[src/hw/rtl/f8e4m3_pkg.sv]
// Package for the fp32 to E4M3 converter: shared types and constants.
// Used by f8e4m3_round and fp32_to_fp8_e4m3; depends on nothing.
package f8e4m3_pkg;

  localparam logic [7:0]  F32ExpAll1  = 8'hFF;
  localparam logic [6:0]  NanMag      = 7'h7F;
  localparam logic [6:0]  MaxMag      = 7'h7E;
  localparam logic [6:0]  MinNorm     = 7'h08;
  localparam logic [22:0] SatFracAt8  = 23'h600000;

  // Result class decided in the first stage.
  typedef enum logic [2:0] {
    ClsZero,
    ClsNan,
    ClsSat,
    ClsNorm,
    ClsSub
  } cls_e;

  // Stage one to stage two payload.
  typedef struct packed {
    logic        sgn;
    cls_e        cls;
    logic [7:0]  ex;
    logic [22:0] fr;
  } dec_t;

  // Stage two to stage three payload: value to round and its sticky bits.
  typedef struct packed {
    logic        sgn;
    cls_e        cls;
    logic [3:0]  eo;
    logic [3:0]  kept;   // kept bits plus guard (sub) or mantissa plus guard
    logic        sticky;
  } aln_t;

endpackage

[src/hw/rtl/f8e4m3_round.sv]
// Final stage logic: round to nearest even and pack the E4M3 code.
// Depends on f8e4m3_pkg.
module f8e4m3_round (
  input  f8e4m3_pkg::aln_t a_i,
  output logic [7:0]       code_o
);

  logic [3:0] m;
  logic       up;
  logic [4:0] eo;
  logic [6:0] mag;

  // Rounding and carry handling.
  always_comb begin
    up  = a_i.kept[0] & (a_i.sticky | a_i.kept[1]);
    m   = {1'b0, a_i.kept[3:1]} + {3'b000, up};
    eo  = {1'b0, a_i.eo};
    mag = 7'd0;
    unique case (a_i.cls)
      f8e4m3_pkg::ClsNan:  mag = f8e4m3_pkg::NanMag;
      f8e4m3_pkg::ClsSat:  mag = f8e4m3_pkg::MaxMag;
      f8e4m3_pkg::ClsZero: mag = 7'd0;
      f8e4m3_pkg::ClsSub: begin
        mag = m[3] ? f8e4m3_pkg::MinNorm : {4'd0, m[2:0]};
      end
      f8e4m3_pkg::ClsNorm: begin
        if (m[3]) begin
          eo = eo + 5'd1;
        end
        if (eo > 5'd15) begin
          mag = f8e4m3_pkg::MaxMag;
        end else if (eo == 5'd15 && m[2:0] == 3'd7) begin
          mag = f8e4m3_pkg::MaxMag;
        end else begin
          mag = {eo[3:0], m[2:0]};
        end
      end
      default: mag = 7'd0;
    endcase
  end

  assign code_o = {a_i.sgn, mag};

endmodule

[src/hw/rtl/fp32_to_fp8_e4m3.sv]
// Top level of the fp32 to E4M3 saturating converter, a three-stage pipeline.
// Depends on f8e4m3_pkg and f8e4m3_round.
//
//  channel | dir | fields
//  s_axis  | in  | tdata[31:0] = fp32_bits
//  m_axis  | out | tdata[7:0]  = fp8_code
//
// One beat enters per cycle unless a stall has filled every stage.
// Stages: classify, align with sticky, round and pack into the output register.
// Reset clears the valid bits only. A stall freezes each full stage back from the output
// to the nearest bubble, while that bubble is still filled.
module fp32_to_fp8_e4m3 (
  input  logic        clk_i,
  input  logic        rst_ni,
  input  logic        s_axis_tvalid_i,
  output logic        s_axis_tready_o,
  input  logic [31:0] s_axis_tdata_i,   // [31:0] fp32_bits
  output logic        m_axis_tvalid_o,
  input  logic        m_axis_tready_i,
  output logic [7:0]  m_axis_tdata_o    // [7:0] fp8_code
);

  logic v1_q, v2_q, v3_q;
  logic en1, en2, en3;
  f8e4m3_pkg::dec_t dec_d, dec_q;
  f8e4m3_pkg::aln_t aln_d, aln_q;
  logic [7:0] code_d, code_q;

  // Pipeline advance: a stage loads when it is empty or when the one after it loads.
  assign en3 = !v3_q || m_axis_tready_i;
  assign en2 = !v2_q || en3;
  assign en1 = !v1_q || en2;
  assign s_axis_tready_o = en1;

  // Stage one: classify.
  always_comb begin
    dec_d.sgn = s_axis_tdata_i[31];
    dec_d.ex  = s_axis_tdata_i[30:23];
    dec_d.fr  = s_axis_tdata_i[22:0];
    if (dec_d.ex == f8e4m3_pkg::F32ExpAll1) begin
      dec_d.cls = f8e4m3_pkg::ClsNan;
    end else if (dec_d.ex == 8'd0) begin
      dec_d.cls = f8e4m3_pkg::ClsZero;
    end else if (dec_d.ex >= 8'd136 ||
                 (dec_d.ex == 8'd135 && dec_d.fr >= f8e4m3_pkg::SatFracAt8)) begin
      dec_d.cls = f8e4m3_pkg::ClsSat;
    end else if (dec_d.ex >= 8'd121) begin
      dec_d.cls = f8e4m3_pkg::ClsNorm;
    end else if (dec_d.ex >= 8'd110) begin
      // Drop count 14 - e stays at or below 31.
      dec_d.cls = f8e4m3_pkg::ClsSub;
    end else begin
      dec_d.cls = f8e4m3_pkg::ClsZero;
    end
  end

  // Stage two: align onto the target grid and collect the sticky bits.
  logic [5:0]  drop;
  logic [23:0] sig;
  logic [3:0]  shr;
  logic [23:0] lost;
  always_comb begin
    sig  = {1'b1, dec_q.fr};
    drop = 6'(8'd141 - dec_q.ex);    // 14 - e, 21..31 for subnormals
    shr  = 4'(sig >> (drop - 6'd1));
    lost = sig & ~(24'hFFFFFF << (drop - 6'd1));
    aln_d.sgn = dec_q.sgn;
    aln_d.cls = dec_q.cls;
    aln_d.eo  = 4'(dec_q.ex - 8'd120);
    if (dec_q.cls == f8e4m3_pkg::ClsSub) begin
      aln_d.kept   = shr;
      aln_d.sticky = (lost != 24'd0);
    end else begin
      aln_d.kept   = dec_q.fr[22:19];
      aln_d.sticky = (dec_q.fr[18:0] != 19'd0);
    end
  end

  // Stage three: round and pack.
  f8e4m3_round u_round (
    .a_i    (aln_q),
    .code_o (code_d)
  );

  // Valid bits.
  always_ff @(posedge clk_i or negedge rst_ni) begin
    if (!rst_ni) begin
      v1_q <= 1'b0;
      v2_q <= 1'b0;
      v3_q <= 1'b0;
    end else begin
      if (en1) v1_q <= s_axis_tvalid_i;
      if (en2) v2_q <= v1_q;
      if (en3) v3_q <= v2_q;
    end
  end

  // Payload registers.
  always_ff @(posedge clk_i) begin
    if (en1) dec_q  <= dec_d;
    if (en2) aln_q  <= aln_d;
    if (en3) code_q <= code_d;
  end

  assign m_axis_tvalid_o = v3_q;
  assign m_axis_tdata_o  = code_q;

endmodule
[config.mk]
export PLATFORM = sky130hd
export DESIGN_NAME = fp32_to_fp8_e4m3
export DESIGN_NICKNAME = d
export VERILOG_FILES = /design/src/hw/rtl/f8e4m3_pkg.sv /design/src/hw/rtl/f8e4m3_round.sv /design/src/hw/rtl/fp32_to_fp8_e4m3.sv
export SDC_FILE = /design/constraint.sdc
export NUM_CORES = 1
export LEC_CHECK = 0
export BUFFER_PORTS_ARGS = -buffer_cell sky130_fd_sc_hd__clkbuf_2
export CORE_UTILIZATION = 45
export DETAILED_ROUTE_END_ITERATION = 12
export GPL_ROUTABILITY_DRIVEN = 0
export MAX_ROUTING_LAYER = met4
export PLACE_DENSITY = 0.71
export SYNTH_ARGS = -nofsm -noshare
export SYNTH_HDL_FRONTEND = slang
export SYNTH_SLANG_ARGS = --single-unit
[constraint.sdc]
create_clock -name clk_i -period 2.8 [get_ports clk_i]
set_clock_uncertainty 0.1 [all_clocks]
set_input_delay 0.42 -clock clk_i [delete_from_list [all_inputs] [get_ports clk_i]]
set_output_delay 0.42 -clock clk_i [all_outputs]
set_load 0.05 [all_outputs]
==> impl_metrics.csv <==
group,metric,value,unit
power_and_ir_drop,static-leakage-power,1.57,nW
grt,grt_antenna_before_repair,0,
worst_setup_path,critPathLaunchType,"flip-flop",
layout,diode_insertion_count_for_antenna_repair,0,
timing,fin_setup_tns,0,ns
clock_tree,cts_max_path_buffers,2,
power_and_ir_drop,power_frac_comb,0.246,
timing,timing.final.crit_period,2.60,ns
grt,grt_first_pass_wirelength,11800,um
power_and_ir_drop,p_clk_frac,0.323,
clock_tree,clock_insertion_delay_worst_skew,0.34,ns
clock_tree,cts.htree.levels,3,
clock_tree,cts_sinks,57,
clock_tree,post_cts_buffers,0,
layout,final_core_util,0.555,
yosys,yosysSeqAreaShare,0.505,
drt,drcViolationCount,0,
worst_hold_path,worst_hold_path.num_cells,1,
grt,first_global_vias,2417,
power_and_ir_drop,netSwitchingPower,0.794,mW
drt,wl_per_cell,16.2,um
worst_setup_path,worst-r2r-cell-count,8,
yosys,postSynth.topFlopCell,"edfxtp_1",
grt,grt_start_max_net_pins,35,
power_and_ir_drop,worst_ir_drop_vdd,0.361,mV
timing,tightest_slew,0.716,ns
grt,grtUsageTotal,0.210,
grt,grt_overflow,0,
drt,via_cell_ratio,5.87,
worst_hold_path,hold_start,"s_axis_tdata_i[8]",
drt,via_count,2683,
layout,layout_commonest_cell,"edfxtp_1",
yosys,yosys.area_share.xor_xnor,0.0302,
worst_setup_path,reg2reg_setup_slack,0.20,ns
yosys,synth-compound-area-share,0.141,
floorplan,die_width,88.4,um
worst_setup_path,critPathRequiredTime,2.78,ns
timing,timing.final.hold_violations,0,
yosys,synth_top_family_by_area,"simple AND/OR/NAND/NOR gates",
yosys,net_count_after_synthesis,336,
clock_tree,worst_setup_hold_path_clk_slew,0.07,ns
drt,antenna_violating_nets_post_route,0,
power_and_ir_drop,power_density,657,nW/um^2
floorplan,start_util,0.463,
timing,share_of_the_clock_period_used_by_the_worst_path,0.927,
clock_tree,cts_tree,"done",
worst_setup_path,cp_max_fo,4,
yosys,synthDominantAreaCellType,"edfxtp_1",
drt,drtPass1Iterations,4,
yosys,synth_simple_gate_area_share,0.157,
yosys,synth_top_area_frac,0.483,
worst_hold_path,whs_endpoint,"dec_q[8]",
yosys,synthesized_instance_count,294,
layout,area_delta_synth_final,19.8,%
floorplan,core,7250,um^2
drt,detail_route.wirelength,7400,um
worst_hold_path,hold_path_class,"in2reg",
timing,maxSlewViolCount,0,
timing,maxSlewHeadroom,0.521,
layout,design.final.nets,395,
yosys,syn_area_per_cell,11.4,um^2
timing,setup-violations-final,0,
timing,setup_repair_after_global_routing_missed_its_margin,"false",
yosys,yosys_register_bits,57,
power_and_ir_drop,power.share.sequential,0.431,
floorplan,fp-row-count,31,
yosys,postSynth.asyncResetShare,0.0526,
timing,fmax,385,MHz
worst_setup_path,reg2reg_from,"dec_q[23]",
clock_tree,cts_buffers,9,
power_and_ir_drop,power_switching_share,0.300,
place,dpl.cell_count,440,
status,run_status,"complete, no violations",
drt,dr.first_iter.drc_count,254,
worst_setup_path,timing.critical_path.arrival,2.58,ns
floorplan,fp.dieH,88.4,um
layout,finalNonFillerCells,457,
clock_tree,clock_tree.root_cell,"clkbuf_8",
worst_setup_path,crit-reg2reg-capture,"aln_q[0]",
place,port-buffer-count,45,
yosys,synth_cell_types,60,
yosys,synth.yosys.warnings,0,
floorplan,io-pin-count,46,
floorplan,design.die.area,7820,um^2
power_and_ir_drop,intPower,1.85,mW
job,reported_max_cap_violation_count,0,
worst_setup_path,end_kind,"flip-flop",
worst_setup_path,worstSetupPathType,"reg2reg",
layout,highest_count_cells_in_the_layout_ignoring_fill_and_taps,"54 x edfxtp_1, 45 x clkbuf_2, 36 x nand2_1, 21 x o21ai_0, 16 x mux2i_1",
place,dpl.hpwl,5400,um
yosys,synth-edff-count,54,
yosys,synth.mux.area_fraction,0.121,
yosys,adder_and_majority_cell_fraction_of_the_synthesized_area,0.0223,
layout,layout-drive-gt1-share,0.271,
yosys,synth.cell_area,3360,um^2
yosys,synthTopCellsByArea,"edfxtp_1 48%, mux4_2 6.7%, mux2i_1 5.4%",
[per-layer routing]
layer	track usage	vias to the layer above	part of all wire
li1	-	1268	-
met1	0.270	1285	0.43
met2	0.315	113	0.48
met3	0.0522	17	0.060
met4	0.0894	0	0.024
met5	-	-	0
[critical path, stage by stage, from the launching register on]
cell       delay [ns]
edfxtp_1         0.43
inv_4            0.08
ha_2             0.21
or3b_2           0.49
a2111oi_4        0.39
o22ai_1          0.12
a211oi_1         0.24
and4_1           0.21
a21oi_1          0.06
[power by group through the flow]
stage	registers, mW	clock network [mW]	logic, mW
final	1.14	0.855	0.649
after floorplan	1.20	0	0.406
after global routing	1.15	0.906	0.707
after global placement	1.15	0	0.626
after CTS	1.14	0.876	0.641
after detailed placement	1.15	0	0.639
[state kept, by name, indices dropped and copies added (netlist names)]
signal and flops:
dec_q 29, aln_q 13, m_axis_tdata_o 8, aln_d 4, m_axis_tvalid_o 1, v1_q 1
v2_q 1
[kinds of logic after synthesis]
kind of cell               count (synthesis)
buffers and inverters                     18
muxes                                     28
AOI/OAI and AO/OA                         71
DFF                                       57
and+or+nand+nor                          105
adders and majority gates                  6
xor gates and xnor gates                   9
[area by class of cell]
cell class                 count  area [um^2]
clock inverter                 5         80.1
multi-input combinational    219         1610
tap                           99          124
fill                         618         3230
timing repair buffer          59          345
inverter                       7         28.8
clock buffer                  11          141
sequential                    57         1700
[worst max-delay path by stage]
stage                     slack, ns  cells past startpoint       startpoint         to
final                          0.20                      8        dec_q[23]   aln_q[0]
after global routing           0.02                      8        dec_q[24]   aln_q[0]
after CTS                      0.12                      8        dec_q[23]   aln_q[0]
after detailed placement       0.13                      8        dec_q[23]   aln_q[0]
after global placement         0.23                      8        dec_q[23]   aln_q[0]
after floorplan                -0.1                      1  m_axis_tvalid_o  aln_d[10]
[through the flow]
step | hold slack (ns) | setup slack [ns] | total power [mW] | area (um^2)
2_1_floorplan | 0.0244 | -0.0967 | 1.61 | 3380
3_3_place_gp | 0.117 | 0.230 | 1.78 | 3780
3_5_place_dp | 0.120 | 0.133 | 1.79 | 3780
4_1_cts | 0.128 | 0.116 | 2.65 | 4010
5_1_grt | 0.137 | 0.0220 | 2.76 | 4030
6_report | 0.146 | 0.205 | 2.64 | 4030
[synth_stat cells (3+ instances only)]
library cell  count
mux4_2           10
nor3b_1           3
nand2b_1          6
nor3_1            8
xor2_1            3
inv_1             6
mux2i_1          18
dfrtp_1           3
a31oi_1           5
o21ai_0          21
nor4_1            4
a21oi_1          13
ha_1              6
a211oi_1          3
nand3_1           8
nand4_1           4
nor2b_1           3
nand2_1          36
clkbuf_1          4
nor2_1           15
buf_2             4
or3_1             3
xnor2_1           3
o22ai_1           4
and3_1            4
edfxtp_1         54
[timing repair]
item / 4_1_cts / 5_1_grt
hold endpoints to repair: 3 / 0
hold buffers: 1 / 0
resized for setup: 0 / 4
setup endpoints to repair: 0 / 3
Note: power is estimated with default switching activity, not from simulation.
